## src/hdl/quaternion_attitude_integrate_top_assert.svh

```systemverilog
// Assertion macros for the quaternion attitude integrator.
// Expects clk and arst_n in the scope of the module that uses them.
`ifndef QUATERNION_ATTITUDE_INTEGRATE_TOP_ASSERT_SVH
`define QUATERNION_ATTITUDE_INTEGRATE_TOP_ASSERT_SVH

// Same-cycle implication.
`define QAI_CHECK_NOW(lbl, ante, cons, msg) \
	lbl: assert property (@(posedge clk) disable iff (!arst_n) (ante) |-> (cons)) \
		else $error(msg);

// Next-cycle implication.
`define QAI_CHECK_NEXT(lbl, ante, cons, msg) \
	lbl: assert property (@(posedge clk) disable iff (!arst_n) (ante) |=> (cons)) \
		else $error(msg);

`endif

```

## src/hdl/qai_pkg.sv

```systemverilog
// Shared types and constants of the quaternion attitude integrator.
// No dependencies; used by qai_isqrt, qai_div and the top level.
`default_nettype none
package qai_pkg;
	localparam logic [15:0] TIME_STEP_RESET = 16'd655;
	localparam logic signed [15:0] UNIT_Q14 = 16'sd16384;
	localparam int FRONT_STAGES = 11;
	localparam int SQRT_STAGES = 16;
	localparam int DIV_STAGES = 9;
	localparam int MAG_W = 30;
	localparam int ROOT_W = 31;
	localparam int QUOT_W = 15;
	localparam int N2_W = 62;

	typedef struct packed {
		logic signed [15:0] orient_w;
		logic signed [15:0] orient_x;
		logic signed [15:0] orient_y;
		logic signed [15:0] orient_z;
		logic signed [15:0] omega_x;
		logic signed [15:0] omega_y;
		logic signed [15:0] omega_z;
		logic signed [15:0] accel_x;
		logic signed [15:0] accel_y;
		logic signed [15:0] accel_z;
	} in_t;

	typedef struct packed {
		logic signed [15:0] new_w;
		logic signed [15:0] new_x;
		logic signed [15:0] new_y;
		logic signed [15:0] new_z;
		logic               zero_norm;
	} out_t;

	// Normalized magnitudes and signs riding alongside the root and quotient.
	typedef struct packed {
		logic [3:0][MAG_W-1:0] mag;
		logic [3:0]            neg;
		logic                  zero;
	} side_t;

	typedef struct packed {
		logic [3:0][QUOT_W-1:0] quot;
		logic [3:0]             neg;
		logic                   zero;
	} div_res_t;
endpackage
`default_nettype wire

```

## src/hdl/qai_isqrt.sv

```systemverilog
// Pipelined integer square root, two result bits per stage.
// Depends on qai_pkg for widths and the side-band type.
`default_nettype none
module qai_isqrt (
	input  wire logic                      clk,
	input  wire logic                      arst_n,
	input  wire logic                      in_valid,
	output logic                           in_ready,
	input  wire logic [qai_pkg::N2_W-1:0]  in_n2,
	input  wire qai_pkg::side_t            in_side,
	output logic                           out_valid,
	input  wire logic                      out_ready,
	output logic [qai_pkg::ROOT_W-1:0]     out_root,
	output qai_pkg::side_t                 out_side
);
	typedef struct packed {
		logic [61:0] n;
		logic [62:0] res;
	} sq_t;

	function automatic sq_t sq_step(input sq_t a, input int k);
		logic [62:0] bitv;
		logic [62:0] t;
		sq_t o;
		bitv = 63'd1 << (62 - 2 * k);
		t = a.res + bitv;
		if ({1'b0, a.n} >= t) begin
			o.n = a.n - t[61:0];
			o.res = (a.res >> 1) + bitv;
		end else begin
			o.n = a.n;
			o.res = a.res >> 1;
		end
		return o;
	endfunction

	logic [qai_pkg::SQRT_STAGES-1:0] vld_s;
	logic [qai_pkg::SQRT_STAGES:0]   go;
	sq_t                             st_s   [qai_pkg::SQRT_STAGES];
	qai_pkg::side_t                  side_s [qai_pkg::SQRT_STAGES];

	always_comb begin
		go[qai_pkg::SQRT_STAGES] = out_ready;
		for (int s = qai_pkg::SQRT_STAGES - 1; s >= 0; s--) begin
			go[s] = !vld_s[s] || go[s + 1];
		end
	end

	assign in_ready = go[0];

	always_ff @(posedge clk or negedge arst_n) begin
		if (!arst_n) begin
			vld_s <= '0;
		end else begin
			if (go[0]) vld_s[0] <= in_valid;
			for (int s = 1; s < qai_pkg::SQRT_STAGES; s++) begin
				if (go[s]) vld_s[s] <= vld_s[s - 1];
			end
		end
	end

	for (genvar g = 0; g < qai_pkg::SQRT_STAGES; g++) begin : g_stage
		sq_t            src;
		qai_pkg::side_t src_side;
		if (g == 0) begin : g_first
			always_comb begin
				src.n = in_n2;
				src.res = '0;
				src_side = in_side;
			end
		end else begin : g_next
			always_comb begin
				src = st_s[g - 1];
				src_side = side_s[g - 1];
			end
		end
		always_ff @(posedge clk) begin
			if (go[g]) begin
				st_s[g] <= sq_step(sq_step(src, 2 * g), 2 * g + 1);
				side_s[g] <= src_side;
			end
		end
	end

	assign out_valid = vld_s[qai_pkg::SQRT_STAGES-1];
	assign out_root = st_s[qai_pkg::SQRT_STAGES-1].res[qai_pkg::ROOT_W-1:0];
	assign out_side = side_s[qai_pkg::SQRT_STAGES-1];
endmodule
`default_nettype wire

```

## config.mk

```make
export PLATFORM = sky130hd
export DESIGN_NAME = qai_isqrt
export DESIGN_NICKNAME = d
export VERILOG_FILES = /design/src/hdl/quaternion_attitude_integrate_top_assert.svh /design/src/hdl/qai_pkg.sv /design/src/hdl/qai_isqrt.sv
export SDC_FILE = /design/constraint.sdc
export NUM_CORES = 2
export LEC_CHECK = 0
export BUFFER_PORTS_ARGS = -buffer_cell sky130_fd_sc_hd__buf_2
export CORE_MARGIN = 3
export CORE_UTILIZATION = 33
export CTS_CLUSTER_DIAMETER = 200
export DETAILED_ROUTE_END_ITERATION = 16
export PLACE_DENSITY_LB_ADDON = 0.12
export REMOVE_ABC_BUFFERS = 1
export SYNTH_ARGS = -nofsm -noshare
export SYNTH_HDL_FRONTEND = slang
export SYNTH_SLANG_ARGS = --single-unit
export TNS_END_PERCENT = 10
```

## constraint.sdc

```tcl
create_clock -name clk -period 32 [get_ports clk]
set_clock_uncertainty 0.15 [all_clocks]
set_input_delay 6.4 -clock clk [delete_from_list [all_inputs] [get_ports clk]]
set_output_delay 6.4 -clock clk [all_outputs]
set_load 0.1 [all_outputs]
```

==> flow_summary.json <==
{
  "detailed_place.area_um2": 150000,
  "root_buffer": "sky130_fd_sc_hd__clkbuf_16",
  "route.antenna.remaining_nets": 0,
  "flow.area_growth_from_synthesis_pct": 14.1,
  "number_of_fill_cells": 40300,
  "postSynthCellCount": 10300,
  "detail_route.wl_per_cell_um": 22.5,
  "async_reset_ff_share_pct": 0.500,
  "worstHoldPathType": "reg2reg",
  "cts.clk_slew.worst_paths_ps": 60,
  "synth_top_area_share_pct": 67.7,
  "synth.lib_cells_used.distinct": 104,
  "finalHoldViolations": 0,
  "worst_path_cell_chain": "buf_2, nor2b_1, and3_1, and3_1, nand3_4, nor2_1, and3_1, nand3_4, nor2_1, nand4_1, buf_2",
  "worstRegToRegCells": 23,
  "routed_via_density": 5.07,
  "numClockSinks": 3202,
  "fp.dieW_um": 660,
  "run_status": "finished clean",
  "layout-drive-gt1-share_pct": 10.2,
  "postSynthRegisterBits": 3202,
  "synth_most_common_cell": "sky130_fd_sc_hd__edfxtp_1",
  "grt_antenna_before_repair": 18,
  "max_slew.worst_pin.slew_ps": 1280,
  "max_clock_freq_ghz": 0.0523,
  "place.port_buffers": 348,
  "timing.final.crit_share_pct": 59.7,
  "worst-path-stages": 11,
  "clock_latency_ps": 930,
  "post_synth_main_area_contributors": "sky130_fd_sc_hd__edfxtp_1, sky130_fd_sc_hd__ha_1, sky130_fd_sc_hd__xnor2_1, sky130_fd_sc_hd__a21oi_1, sky130_fd_sc_hd__nor2_1",
  "cts.repair.resized": 0,
  "critical_path.top_delay_family": "simple AND/OR/NAND/NOR gates",
  "cts_post_setup_buffers_inserted": 0,
  "largest_net_degree_at_the_start_of_global_routing": 153,
  "track_usage_pct": 16.9,
  "powerDensity_nw_per_um2": 90.7,
  "unrepaired_setup_endpoints_after_global_routing": "no",
  "core_area_um2": 425000,
  "drc_errors": 0,
  "layoutNonFillerInstCount": 16800,
  "netlist_area_um2": 141000,
  "dp_hpwl_mm": 284,
  "drt_wl_total_mm": 378,
  "cts-htree-levels": 5,
  "design_area_um2": 161000,
  "postSynth.topFlopCell": "sky130_fd_sc_hd__edfxtp_1",
  "synth-seq-area-share_pct": 68.0,
  "ios": 349,
  "initialDrtViolationCount": 6386,
  "place_inst": 16100,
  "timing.final.setup_violations": 0,
  "global_route_wire_length_before_repair_mm": 556,
  "holdBufCountCts": 0,
  "crit_type": "in2out",
  "startpoint_type": "input pin",
  "first_pass_iters": 6,
  "min_period_ps": 19110,
  "maxCapViolations": 0,
  "rows": 239,
  "peakVddDrop_uv": 47.6,
  "ys.warnings.count": 0,
  "pins_over_slew_limit": 0,
  "synth-edff-count": 3186,
  "p_leak_uw": 0.0605,
  "cp_data_arrival_time_ps": 12560,
  "critPathSlowestCell": "sky130_fd_sc_hd__nor2_1",
  "crit_path_end_kind": "output port",
  "die_height_um": 660,
  "max_slew_margin_pct": 14.4,
  "via_count": 85000,
  "synth_top_cell_by_area": "sky130_fd_sc_hd__edfxtp_1",
  "post-layout-total-power_uw": 14600,
  "grt_pass1_vias": 84000,
  "critical_path.most_common_cell": "sky130_fd_sc_hd__and3_1",
  "critical-path-max-stage-delay_ps": 930,
  "timing.hold.worst_path_depth": 0,
  "critical_path.n_buffers_inverters": 2,
  "cts.path.max_buffers": 4,
  "synthTopCellsByCount": "sky130_fd_sc_hd__edfxtp_1, sky130_fd_sc_hd__nor2_1, sky130_fd_sc_hd__a21oi_1",
  "tritoncts": "yes",
  "grt_overflow": 0,
  "avgSynthCellArea_um2": 13.8,
  "worst_path_required_time_ps": 25450,
  "gp_congestion": 0.890,
  "cp_max_fo": 52,
  "total_die_area_um2": 436000,
  "num-nets-final": 11500,
  "initial_core_util_pct": 33.2,
  "cts_buffer_count": 346
}
[per-stage QoR]
step / util (%) / worst slack, ps / TNS, ps / hold WS [ps]
4_1_cts: 37.9 / 12530 / 0 / 201
3_3_place_gp: 35.3 / 12520 / 0 / 250
2_1_floorplan: - / -339 / -339 / 250
3_5_place_dp: 35.3 / 12570 / 0 / 255
5_1_grt: 37.9 / 12400 / 0 / 227
6_report: 37.9 / 12890 / 0 / 200
[cells by family after synthesis]
| family | count (synthesis) | share of synthesized area [%] |
|---|---|---|
| compound gates | 1994 | 9.03 |
| fa+ha+maj | 538 | 4.76 |
| mux | 101 | 0.781 |
| xor+xnor | 779 | 4.83 |
| buf+inv | 695 | 1.89 |
| simple gates | 2958 | 10.7 |
| flops | 3202 | 68.0 |
[power breakdown]
group	leakage (uW)	internal [uW]	switching [uW]
Combinational	0.0224	1530	2850
Clock	0.00541	2240	1650
Sequential	0.0328	5740	613
[routing by layer]
layer  part of all wire, %  global-route usage, %  vias up
li1                      -                      -    40400
met2                    49                   28.8     2141
met4                   2.8                   4.61        0
met5                     0                      0        -
met3                   4.4                   2.22      500
met1                    44                   22.6    41900
[cell type report]
cell class | instances | area [um^2] | area share, %
repair buffers | 429 | 2370 | 1.47
flip-flops and latches | 3202 | 96100 | 59.6
well taps | 5663 | 7090 | 4.39
clock inverters | 220 | 2180 | 1.35
multi-input cells | 6370 | 42800 | 26.5
inverters | 463 | 1780 | 1.11
diodes | 19 | 47.5 | 0.0295
clock buffers | 406 | 8930 | 5.54
[placed cells by master, fill, tap and decap left out, drive strengths merged, types with 77 or more instances in the layout]
cell	n
o21ai	409
nand2b	90
xor2	284
xnor2	495
nand4	209
nand2	637
nor2	722
clkinv	171
or4	77
buf	429
nor4	255
a21o	246
or3	96
edfxtp	3186
a21oi	656
clkbuf	406
nor3	217
nand3	198
inv	472
o21a	86
ha	538
[worst paths after layout]
path / start / end / slack [ps]
max: out_ready / in_ready / 12890
min: side_s[1][310]$_DFFE_PP_ / side_s[1][435]$_DFFE_PP_ / 200
max reg2reg: st_s[1][638]$_DFFE_PP_ / st_s[1][818]$_DFFE_PP_ / 22510
min reg2reg: side_s[1][310]$_DFFE_PP_ / side_s[1][435]$_DFFE_PP_ / 200
max in group asynchronous: arst_n / vld_s[3]$_DFFE_PN0P_ / 26040
min in group asynchronous: arst_n / vld_s[13]$_DFFE_PN0P_ / 5280
[registers in the layout, indices dropped and copies added, names as in the netlist]
signal and count:
vld_s 16, side_s 2000, st_s 1186
Power figures use the tool's default switching activity.
